[src/hdl/bpp_pkg.sv]
// types and constants of the bitmap point plotter
package bpp_pkg;

    localparam int X_DIM_DEF = 64;
    localparam int Y_DIM_DEF = 64;

    localparam int COORD_W = 32;
    localparam int ROW_BITS_W = 64;
    localparam int ROW_W = 6;
    localparam int CMD_W = 2;
    localparam int PADDR_W = 4;
    localparam int PDATA_W = 32;

    localparam logic [CMD_W-1:0] CMD_CLEAR = 2'd0;
    localparam logic [CMD_W-1:0] CMD_PLOT = 2'd1;
    localparam logic [CMD_W-1:0] CMD_DUMP = 2'd2;

    localparam logic [1:0] REG_X_LOW = 2'd0;
    localparam logic [1:0] REG_Y_LOW = 2'd1;
    localparam logic [1:0] REG_X_HIGH = 2'd2;
    localparam logic [1:0] REG_Y_HIGH = 2'd3;

    localparam logic [COORD_W-1:0] WIN_LOW_RST = 32'h0000_0000;
    localparam logic [COORD_W-1:0] WIN_HIGH_RST = 32'h0001_0000;

    typedef struct packed {
        logic [CMD_W-1:0]          cmd;
        logic signed [COORD_W-1:0] point_x;
        logic signed [COORD_W-1:0] point_y;
    } bpp_in_t;

    typedef struct packed {
        logic [ROW_BITS_W-1:0] row_bits;
        logic [ROW_W-1:0]      row_number;
        logic                  out_of_range;
        logic                  last;
    } bpp_out_t;

    // result of mapping one coordinate onto the grid
    typedef struct packed {
        logic             ok;
        logic [ROW_W-1:0] idx;
    } bpp_map_t;

endpackage

[src/hdl/bpp_axis.sv]
// maps one coordinate onto a grid axis with an iterative restoring divider
module bpp_axis
    import bpp_pkg::*;
#(
    parameter int DIM = X_DIM_DEF
)
(
    input  logic                      clk,
    input  logic                      rst_n,
    input  logic                      start,
    input  logic signed [COORD_W-1:0] point,
    input  logic signed [COORD_W-1:0] win_low,
    input  logic signed [COORD_W-1:0] win_high,
    output logic                      done,
    output bpp_map_t                  res
);

    localparam int QW = (DIM > 1) ? $clog2(DIM) : 1;
    localparam int SW = (QW > 1) ? $clog2(QW) : 1;
    localparam int DW = COORD_W + 1;
    localparam int NW = DW + QW;

    localparam logic [1:0] PH_IDLE = 2'd0;
    localparam logic [1:0] PH_ABS = 2'd1;
    localparam logic [1:0] PH_MUL = 2'd2;
    localparam logic [1:0] PH_DIV = 2'd3;

    logic [1:0]           phase_reg;
    logic [SW-1:0]        step_reg;
    logic signed [DW-1:0] diff_reg;
    logic signed [DW-1:0] span_reg;
    logic [DW-1:0]        dmag_reg;
    logic [DW-1:0]        smag_reg;
    logic                 neg_reg;
    logic                 fit_reg;
    logic [NW-1:0]        rem_reg;
    logic [NW-1:0]        den_reg;
    logic [QW-1:0]        quo_reg;
    logic                 done_reg;
    bpp_map_t             res_reg;

    logic                 q_bit;
    logic [QW-1:0]        quo_next;
    logic                 ok_next;

    assign q_bit = (rem_reg >= den_reg);
    assign quo_next = (quo_reg << 1) | QW'(q_bit);
    // a negative quotient is only inside the grid when it truncates to zero
    assign ok_next = fit_reg && (!neg_reg || (quo_next == '0));

    // done stays high until the next start, so axes of different depth can be joined
    always_ff @(posedge clk or negedge rst_n)
    begin
        if (!rst_n)
        begin
            phase_reg <= PH_IDLE;
            done_reg <= 1'b0;
        end
        else
        begin
            unique case (phase_reg)
                PH_IDLE:
                begin
                    if (start)
                    begin
                        phase_reg <= PH_ABS;
                        done_reg <= 1'b0;
                    end
                end
                PH_ABS:
                begin
                    phase_reg <= PH_MUL;
                end
                PH_MUL:
                begin
                    phase_reg <= PH_DIV;
                end
                PH_DIV:
                begin
                    if (step_reg == '0)
                    begin
                        phase_reg <= PH_IDLE;
                        done_reg <= 1'b1;
                    end
                end
                default:
                begin
                    phase_reg <= PH_IDLE;
                end
            endcase
        end
    end

    always_ff @(posedge clk)
    begin
        unique case (phase_reg)
            PH_IDLE:
            begin
                diff_reg <= DW'(point) - DW'(win_low);
                span_reg <= DW'(win_high) - DW'(win_low);
            end
            PH_ABS:
            begin
                dmag_reg <= diff_reg[DW-1] ? DW'(-diff_reg) : DW'(diff_reg);
                smag_reg <= span_reg[DW-1] ? DW'(-span_reg) : DW'(span_reg);
                neg_reg <= diff_reg[DW-1] ^ span_reg[DW-1];
            end
            PH_MUL:
            begin
                // |diff| < |span| is the same test as quotient < DIM
                fit_reg <= (dmag_reg < smag_reg);
                rem_reg <= NW'(dmag_reg) * NW'(DIM);
                den_reg <= NW'(smag_reg) << (QW - 1);
                quo_reg <= '0;
                step_reg <= SW'(QW - 1);
            end
            PH_DIV:
            begin
                if (q_bit)
                begin
                    rem_reg <= rem_reg - den_reg;
                end
                den_reg <= den_reg >> 1;
                quo_reg <= quo_next;
                step_reg <= step_reg - SW'(1);
                if (step_reg == '0)
                begin
                    res_reg.ok <= ok_next;
                    res_reg.idx <= ok_next ? ROW_W'(quo_next) : '0;
                end
            end
            default:
            begin
            end
        endcase
    end

    assign done = done_reg;
    assign res = res_reg;

endmodule

[config.mk]
export PLATFORM = sky130hd
export DESIGN_NAME = bpp_axis
export DESIGN_NICKNAME = d
export VERILOG_FILES = /design/src/hdl/bpp_pkg.sv /design/src/hdl/bpp_axis.sv
export SDC_FILE = /design/constraint.sdc
export NUM_CORES = 1
export LEC_CHECK = 0
export BUFFER_PORTS_ARGS = -buffer_cell sky130_fd_sc_hd__buf_2
export CAP_MARGIN = 40
export CELL_PAD_IN_SITES_DETAIL_PLACEMENT = 1
export CELL_PAD_IN_SITES_GLOBAL_PLACEMENT = 1
export CORE_ASPECT_RATIO = 0.9
export CORE_MARGIN = 4
export CORE_UTILIZATION = 44
export CTS_BUF_LIST = sky130_fd_sc_hd__clkbuf_16
export CTS_CLUSTER_SIZE = 16
export DETAILED_ROUTE_END_ITERATION = 8
export PLACE_DENSITY_LB_ADDON = 0.1
export SLEW_MARGIN = 5
export SYNTH_ARGS = -nofsm -noshare
export SYNTH_HDL_FRONTEND = slang
export SYNTH_SLANG_ARGS = --single-unit
[constraint.sdc]
create_clock -name clk -period 5 [get_ports clk]
set_input_delay 1 -clock clk [delete_from_list [all_inputs] [get_ports clk]]
set_output_delay 1 -clock clk [all_outputs]
set_load 0.05 [all_outputs]
==> reports/metrics.cfg, run 1 <==
[run_status]
status = finished clean

[final_layout]
largest_reg_flops = 39
final_area_um2 = 17400
instances_no_fill = 2099
antenna_cells = 0
layout_common_cells = edfxtp_1 (226), inv_1 (148), ha_1 (140)
drive_gt1_share_pct = 12.3
finalNetCount = 1864
final_common_cell = edfxtp_1
area_delta_synth_final_pct = 12.6

[pwr]
leakagePower_nw = 7.18
vdd_drop_max_uv = 324
power_w = 0.0120
pwr_density_cell_nw_per_um2 = 691

[floorplanning]
io_pins = 107
num_rows = 64
coreArea_um2 = 34400
die_x_um = 206
chipHeight_um = 186
dieArea_um2 = 38200
initial_core_util_pct = 45.0

[timing]
fmax_mhz = 276
finalHoldViolations = 0
drv_slew = 0
relSlewSlack_pct = 48.8
setup_viol = 0
fin_setup_tns_ns = 0
fin_skew_ns = 0.0162
period_needed_ns = 3.62
rsz0062_at_grt = false
fin_crit_sh_pct = 72.4
postLayoutSetupSlackWorst_ns = 1.38
tightest_slew_ns = 0.767

[placed_design]
dpl.hpwl_um = 30300
port_buffers = 106
place_congestion = 0.837
dp_cells = 2054
place_area_um2 = 16600
dp_slack_ns = 0.864

[global_routing]
grt_max_degree = 88
grt_pass1_wl_um = 63000
gr-total-overflow = 0
grt_pass1_vias = 12027
antenna_found_initial = 0
grtUsageTotal_pct = 20.1

[routing]
wl_per_cell_um = 18.1
drc_errors = 0
ant_nets = 0
drt-initial-drc-count = 562
wirelength_um = 38000
vias = 11297
drt_first_pass_iters = 5
avgViaCountPerCell = 5.38

[clock_network]
cts_made_buffers = 25
cts_tree = built
holdBufCountCts = 0
clock_latency_ns = 0.52
cts.sinks = 229
cts-root-buf = clkbuf_16
ctsLongestPathBuffers = 3
cts_setup_buffers = 0
clk_pin_slew_ns = 0.06
cts_resized = 0
htree_levels = 1

[worst_setup_path]
cp_cell_sequence = buf_2 > inv_1 > ha_1 > nor2b_1 > o31a_1 > o31a_1 > a22o_1 > a2111oi_0 > buf_4 > o31ai_1 > a21oi_1 > o2111ai_1 > xor2_1
max_stage_delay_ns = 0.40
cp.arrival_ns = 3.87
end_kind = flip-flop
critPathKind = input pin to flip-flop
path_buf_inv = 3
required_ns = 5.25
cp_common_cell = o31a_1
crit_path_start_kind = input pin
path_delay_family = compound AO/OA/AOI/OAI gates
critPathMaxFanout = 5
crit_slowest_cell = a2111oi_0

[logic_synthesis]
synth-edff-count = 226
syn_inst = 1508
synth.distinct_cells = 66
syn_avg_cell_area_um2 = 10.3
yosysWarnings = 0
async_reset_ff_share_pct = 1.31
syn_nets = 1753
seq_area_frac_synth_pct = 44.3
synth_area_um2 = 15500
synth_flop_cell = edfxtp_1
ys_ff_latch = 229

[min_path]
worstHoldPathType = input pin to async pin

[job]
max_cap_violations = 0

-- power breakdown --
group,leakage (nW),internal (W),total [W],switching (W)
Clock,0.422,0.00111,0.00185,0.000741
Combinational,4.58,0.00247,0.00607,0.00359
Sequential,2.19,0.00355,0.00411,0.000560
Total,7.18,0.00714,0.0120,0.00490
-- worst register-to-register path, cell delays in order, from the launching register on --
cell      delay [ns]
edfxtp_1        0.37
inv_1           0.06
ha_1            0.41
nand4_1         0.22
or3_1           0.39
a21o_1          0.21
a21oi_1         0.20
o22ai_1         0.19
o31a_1          0.42
a21boi_4        0.17
buf_4           0.47
-- stage by stage --
stage | util (%) | hold slack [ns]
2_1_floorplan | - | 0.474
3_3_place_gp | 48.2 | 0.539
3_5_place_dp | 48.3 | 0.552
4_1_cts | 50.7 | 0.250
5_1_grt | 50.7 | 0.246
6_report | 50.7 | 0.277
-- cell type report --
class | instances | area (um2)
clock buffers | 25 | 626
repair buffers | 116 | 633
inverters | 143 | 537
fillers | 3827 | 16900
well taps | 462 | 578
multi-input cells | 1104 | 7980
clock inverters | 20 | 198
flip-flops and latches | 229 | 6860
-- path summary, 6_finish.rpt --
check                       startpoint            to  slack [ns]  depth (start not counted)
setup reg to reg           den_reg[18]    rem_reg[7]        1.49                         10
min in group clk           diff_reg[0]   dmag_reg[0]        0.56                          0
setup / recovery            win_low[1]  diff_reg[31]        1.38                         13
hold reg to reg            diff_reg[0]   dmag_reg[0]        0.56                          0
hold / removal                   rst_n  phase_reg[1]        0.28                          1
max in group asynchronous        rst_n          done        4.61                          1
-- cell families after synthesis --
family	after synthesis	share of synthesized area [%]
AO/OA/AOI/OAI	403	16.7
XOR/XNOR	149	8.43
adder cells (fa/ha/maj)	146	12.0
buffers and inverters	175	4.25
flip-flops	229	44.3
multiplexers	32	2.31
AND/OR/NAND/NOR	374	12.0
-- cell usage after synthesis, types with 18 or more instances --
cell        n  area (um2)
clkbuf_1   32         120
a21oi_1   100         500
edfxtp_1  226        6790
o21a_1     18         135
o31ai_1    21         158
ha_1      143        1790
nand2_1   111         417
inv_1     142         533
xor2_1     33         289
o21ai_0   103         515
nor2b_1    22         138
mux2_2     30         338
xnor2_1   116        1020
nor2_1     87         327
nand3_1    22         110
a21o_1     51         383
-- metal layers --
metal / part of all wire [%] / GRT usage [%] / up-vias
li1: - / - / 5735
met3: 2.4 / 1.66 / 39
met4: 1.6 / 3.96 / 0
met2: 44 / 31.9 / 140
met1: 52 / 30.3 / 5383
met5: 0 / 0 / -
No activity file was read; power rests on OpenSTA's default activity.
==> inputs of run 2 (changes only) <==
==> constraint.sdc (replaced) <==
create_clock -name clk -period 2.95 [get_ports clk]
set_input_delay 0.59 -clock clk [delete_from_list [all_inputs] [get_ports clk]]
set_output_delay 0.59 -clock clk [all_outputs]
set_load 0.05 [all_outputs]
==> run 2 against run 1 <==
Net effect:
- the flow now finishes with violations (negative setup slack)
- clock power is 71% higher
- register-to-register slack worse by 1.8 ns
- non-clock buffer count increased by 234
- highest routed layer unchanged
- sequential power increased by 72%
- flip-flop and latch count stayed put
- sequential share of layout area down 5.1 points
- first-iteration DRC count rose by 34%
- core utilization is 7.5 points higher
==> reports/metrics.cfg, run 2 (same netlist as run 1, synthesis figures left out) <==
[clock_network]
clk_pin_slew_ns = 0.06  ; about the same
cts_made_buffers = 26  ; +4.0%
clock_latency_ns = 0.52  ; about the same
cts-root-buf = clkbuf_16
ctsLongestPathBuffers = 3  ; unchanged
cts_tree = built
htree_levels = 1  ; unchanged
cts.sinks = 229  ; unchanged

[run_status]
violations = negative setup slack
status = finished with violations

[routing]
avgViaCountPerCell = 5.45  ; +1.2%
wirelength_um = 45100  ; +19%
drt-initial-drc-count = 752  ; +34%
ant_nets = 0  ; unchanged
drc_errors = 0  ; unchanged
wl_per_cell_um = 19.3  ; +6.7%
drt_first_pass_iters = 5  ; unchanged
vias = 12726  ; +13%

[pwr]
pwr_density_cell_nw_per_um2 = 1240  ; +79%
power_w = 0.0247  ; +110%
vdd_drop_max_uv = 681  ; +110%
leakagePower_nw = 8.53  ; +19%

[floorplanning]
chipHeight_um = 186  ; unchanged
initial_core_util_pct = 45.0  ; unchanged
die_x_um = 206  ; unchanged
num_rows = 64  ; unchanged
dieArea_um2 = 38200  ; unchanged
io_pins = 107  ; unchanged
coreArea_um2 = 34400  ; unchanged

[worst_setup_path]
crit_path_start_kind = flip-flop
cp.arrival_ns = 3.54  ; -0.33 ns
cp_cell_sequence = or4_4 > or4_4 > or3_4 > or3_4 > or2_4 > or3_4 > o31ai_4 > xnor2_1
crit_slowest_cell = or4_4
max_stage_delay_ns = 0.55  ; +0.15 ns
critPathKind = flip-flop to flip-flop
critPathMaxFanout = 4  ; -1
rrSetupSlack_ns = -0.32  ; -1.81 ns
cp_common_cell = or3_4
end_kind = flip-flop
required_ns = 3.21  ; -2.04 ns

[final_layout]
area_delta_synth_final_pct = 29.2
final_common_cell = edfxtp_1
layout_common_cells = edfxtp_1 (226), buf_4 (214), inv_1 (142)
fillers = 3772  ; -1.4%
drive_gt1_share_pct = 27.3  ; +15 points
largest_reg_flops = 39  ; unchanged
antenna_cells = 0  ; unchanged
finalNetCount = 2099  ; +13%

[placed_design]
place_congestion = 0.866  ; +3.5%
port_buffers = 106  ; unchanged
dp_slack_ns = -0.391  ; -1.26 ns
dpl.hpwl_um = 33300  ; +10%

[timing]
finalHoldViolations = 0  ; unchanged
fin_crit_sh_pct = 111
postLayoutSetupSlackWorst_ns = -0.321  ; -1.70 ns
hold_slack_ns = 0.320  ; +0.0431 ns
fin_skew_ns = 0.0104  ; -0.00577 ns
setup_viol = 51  ; +51
fmax_mhz = 306
rsz0062_at_grt = true
relSlewSlack_pct = 44.5  ; -4.4 points
drv_slew = 0  ; unchanged
period_needed_ns = 3.27
tightest_slew_ns = 0.833  ; +0.0657 ns

[job]
max_cap_violations = 0  ; unchanged

[global_routing]
grt_pass1_vias = 13465  ; +12%
grtUsageTotal_pct = 23.1  ; +3.0 points
gr-total-overflow = 0  ; unchanged
antenna_found_initial = 0  ; unchanged
grt_max_degree = 98  ; +11%
grt_pass1_wl_um = 71300  ; +13%

[min_path]
worstHoldPathType = input pin to flip-flop

[run 2: critical path: cells and delay by family (launching register included)]
| family | cells | cell delay (ns) |
|---|---|---|
| compound gates | 1 | 0.19 |
| xor+xnor | 1 | 0.09 |
| simple gates | 6 | 2.36 |
| flops | 1 | 0.39 |
[run 2: worst paths after layout]
| path | to | cells past startpoint | start |
|---|---|---|---|
| max in group asynchronous | phase_reg[0] | 2 | rst_n |
| max reg2reg | smag_reg[29] | 8 | span_reg[13] |
| min in group asynchronous | done | 2 | rst_n |
| min reg2reg | den_reg[35] | 2 | den_reg[36] |
| min | done | 3 | start |
| max | smag_reg[29] | 8 | span_reg[13] |
[run 2: area by class of cell]
cell class | count | area [um2] | area share [%]
Sequential cell | 229 | 6860 | 34.3
Clock inverter | 21 | 160 | 0.801
Multi-Input combinational cell | 1104 | 8510 | 42.6
Inverter | 143 | 549 | 2.75
Clock buffer | 27 | 676 | 3.38
Tap cell | 462 | 578 | 2.89
Timing Repair Buffer | 350 | 2660 | 13.3
[run 2: per-stage QoR]
step	setup TNS, ns	utilization, %	cell area, um2	cells
final	-7.56	58.2	20000	2336
after global routing	-12.20	58.2	20000	2336
after CTS	-6.28	57.2	19600	2316
after detailed placement	-10.33	52.9	18200	2240
after global placement	-7.29	52.8	18100	2239
after floorplan	-7.37	-	15600	1508
[run 2: report_power, final]
part           switching, W  leakage (nW)  internal (W)  total, W
logic               0.00769          5.89       0.00682    0.0145
registers           0.00104          2.19       0.00601   0.00705
clock network       0.00127         0.449       0.00190   0.00317
total                0.0100          8.53        0.0147    0.0247
[run 2: what timing repair did]
item                                   in CTS  in global routing
pin swaps                                  30                 37
endpoints found under the hold margin       3                  0
resized for setup                          50                 61
hold buffers                                1                  0
setup endpoints to repair                  56                 71
setup buffers                              21                 26
cloned                                      7                  0
[run 2: routing by layer]
layer | vias up | global-route usage, % | wire length, um
li1 | 6209 | - | -
met1 | 6173 | 32.9 | 21200
met2 | 280 | 38.6 | 21300
met3 | 64 | 2.07 | 1580
met4 | 0 | 5.30 | 1090
met5 | - | 0 | 0
==> inputs of run 3 (changes only) <==
--- a/config.mk
+++ b/config.mk
@@ -15,7 +15,7 @@
 export CTS_BUF_LIST = sky130_fd_sc_hd__clkbuf_16
 export CTS_CLUSTER_SIZE = 16
 export DETAILED_ROUTE_END_ITERATION = 8
-export PLACE_DENSITY_LB_ADDON = 0.1
+export PLACE_DENSITY = 0.75
 export SLEW_MARGIN = 5
 export SYNTH_ARGS = -nofsm -noshare
 export SYNTH_HDL_FRONTEND = slang
==> run 3 against run 2 <==
Net effect:
- the flow still finishes with violations (negative setup slack)
- worst hold slack better by 0.00060 ns
- total power up 0.77%
- sequential power about the same
- clock skew up 0.0085 ns
- critical endpoint unchanged
- flip-flop and latch count unchanged
- sequential share of layout area down 0.079 points
- register-to-register slack worse by 0.04 ns
- clock-buffer cell count unchanged
- worst setup slack worse by 0.041 ns
==> reports/metrics.cfg, run 3 (same netlist as run 1, synthesis figures left out) <==
[min_path]
hp-start = start
holdPathEnd = done
holdPathStages = 3  ; unchanged
worstHoldPathType = input pin to flip-flop

[pwr]
p_sw_share_pct = 40.6  ; +0.17 points
comb_power_share_pct = 57.5  ; -1.2 points
leakagePower_nw = 8.52  ; about the same
pwr-share-seq_pct = 28.3  ; -0.2 points
vdd_drop_max_uv = 654  ; -4.0%
p_int_w = 0.0148  ; +0.49%
p_switching_w = 0.0101  ; +1.2%
power.share.clock_pct = 14.2  ; +1.4 points
pwr_density_cell_nw_per_um2 = 1240  ; +0.54%

[global_routing]
gr-total-overflow = 0  ; unchanged
met1_usage_pct = 31.2  ; -1.7 points
grt_pass1_vias = 13697  ; +1.7%
grt_max_degree = 99  ; +1.0%
grt_pass1_wl_um = 72200  ; +1.3%
met3_usage_pct = 2.39  ; +0.31 points
antenna_found_initial = 0  ; unchanged
met2_usage_pct = 41.0  ; +2.3 points
grtUsageTotal_pct = 23.4  ; +0.26 points
gr-max-usage-layer = met2

[final_layout]
largest_reg_flops = 39  ; unchanged
instances_no_fill = 2328  ; -0.34%
final_common_cell = edfxtp_1
utilization_pct = 58.3  ; +0.13 points
final_area_um2 = 20000  ; +0.23%
antenna_cells = 0  ; unchanged
area_delta_synth_final_pct = 29.5
drive_gt1_share_pct = 27.4  ; +0.12 points
finalNetCount = 2091  ; -0.38%
layout_common_cells = edfxtp_1 (226), buf_4 (210), inv_1 (139)

[timing]
postLayoutSetupSlackWorst_ns = -0.362  ; -0.0407 ns
fmax_mhz = 302  ; -1.2%
drv_slew = 0  ; unchanged
rsz0062_at_grt = true
relSlewSlack_pct = 48.5  ; +4.1 points
fin_skew_ns = 0.0189  ; +0.00847 ns
period_needed_ns = 3.31  ; +0.0407 ns
finalHoldViolations = 0  ; unchanged
setup_viol = 37  ; -27%
fin_crit_sh_pct = 112  ; +1.4 points
tightest_slew_ns = 0.765  ; -0.0683 ns

[clock_network]
clk_pin_slew_ns = 0.06  ; about the same
cts.sinks = 229  ; unchanged
clock_latency_ns = 0.54  ; +0.02 ns
htree_levels = 1  ; unchanged
cts_tree = built
cts_made_buffers = 26  ; unchanged
cts-root-buf = clkbuf_16
ctsLongestPathBuffers = 3  ; unchanged

[worst_setup_path]
cp_cell_sequence = or4_4 > or4_4 > or3_4 > or3_4 > or2_4 > or3_4 > o31ai_4 > xnor2_2
critPathKind = flip-flop to flip-flop
worst-r2r-cell-count = 8  ; unchanged
critPathMaxFanout = 4  ; unchanged
path_delay_family = simple AND/OR/NAND/NOR gates
rrSetupSlack_ns = -0.36  ; -0.04 ns
crit_path_start_kind = flip-flop
crit_slowest_cell = or4_4
cp_common_cell = or3_4
max_stage_delay_ns = 0.55  ; about the same
end_kind = flip-flop
r2r-end = smag_reg[29]
reg2reg_from = span_reg[13]
cp.arrival_ns = 3.58  ; +0.04 ns
path_buf_inv = 0  ; unchanged
required_ns = 3.22  ; about the same

[job]
max_cap_violations = 0  ; unchanged

[floorplanning]
coreArea_um2 = 34400  ; unchanged
num_rows = 64  ; unchanged
io_pins = 107  ; unchanged
initial_core_util_pct = 45.0  ; unchanged
dieArea_um2 = 38200  ; unchanged
die_x_um = 206  ; unchanged
chipHeight_um = 186  ; unchanged

[routing]
vias = 12789  ; +0.50%
drc_errors = 0  ; unchanged
avgViaCountPerCell = 5.49  ; +0.84%
drt-initial-drc-count = 782  ; +4.0%
drt_first_pass_iters = 5  ; unchanged
ant_nets = 0  ; unchanged
wirelength_um = 46300  ; +2.5%
wl_per_cell_um = 19.9  ; +2.9%

[run_status]
violations = negative setup slack
status = finished with violations

[placed_design]
dp_slack_ns = -0.401  ; -0.0103 ns
dp_cells = 2240  ; unchanged
port_buffers = 106  ; unchanged
dpl.hpwl_um = 33500  ; +0.53%
place_area_um2 = 18100  ; -0.11%
place_congestion = 0.859  ; -0.88%

run 3: cell types whose count changed in the layout (fill, tap and decap cells not counted), moves of 4 or more:
cell        delta
inv_2          -7
buf_4          -4
clkinvlp_4     +4
ha_1           +4
ha_4           -4
run 3: what timing repair did:
item,4_1_cts,5_1_grt
pin swaps,10,27
hold buffers,1,0
gates cloned,6,0
gates resized for setup,49,61
endpoints found under the setup margin,56,73
hold endpoints to repair,3,0
setup buffers,22,20
run 3: area by class of cell:
class	instances	area, um2
inverters	143	549
well taps	462	578
repair buffers	342	2550
flip-flops and latches	229	6860
fillers	3746	14300
clock buffers	27	676
clock inverters	21	270
multi-input cells	1104	8550
run 3: through the flow:
step	setup TNS, ns	hold WS, ns	total power, W
final	-3.01	0.321	0.0249
after global routing	-6.77	0.344	0.0266
after CTS	-4.91	0.309	0.0239
after detailed placement	-10.93	0.388	0.0189
after global placement	-6.31	0.386	0.0182
after floorplan	-7.37	0.294	0.0145
run 3: power groups by stage:
| stage | combinational (W) | clock (W) | sequential [W] |
|---|---|---|---|
| after global routing | 0.0156 | 0.00375 | 0.00721 |
| after global placement | 0.0113 | 0 | 0.00690 |
| after CTS | 0.0132 | 0.00361 | 0.00704 |
| after floorplan | 0.00780 | 0 | 0.00668 |
| final | 0.0143 | 0.00354 | 0.00705 |
| after detailed placement | 0.0118 | 0 | 0.00703 |
run 3: tightest hold or removal path, cell delays in order:
cell and delay, ns:
buf_2 0.09, nand2_1 0.06, o221ai_1 0.07
run 3: metal layers:
layer | vias to the layer above | part of all wire, %
li1 | 6191 | -
met1 | 6222 | 44
met2 | 287 | 50
met3 | 89 | 3.3
met4 | 0 | 2.8
met5 | - | 0
run 3: worst max path at each step:
stage	startpoint	end	cells after the start
floorplan	span_reg[12]	smag_reg[29]	8
global route	span_reg[13]	smag_reg[29]	8
finish	span_reg[13]	smag_reg[29]	8
global placement	win_low[2]	span_reg[22]	13
CTS	span_reg[13]	smag_reg[29]	8
detailed placement	point[0]	diff_reg[30]	14
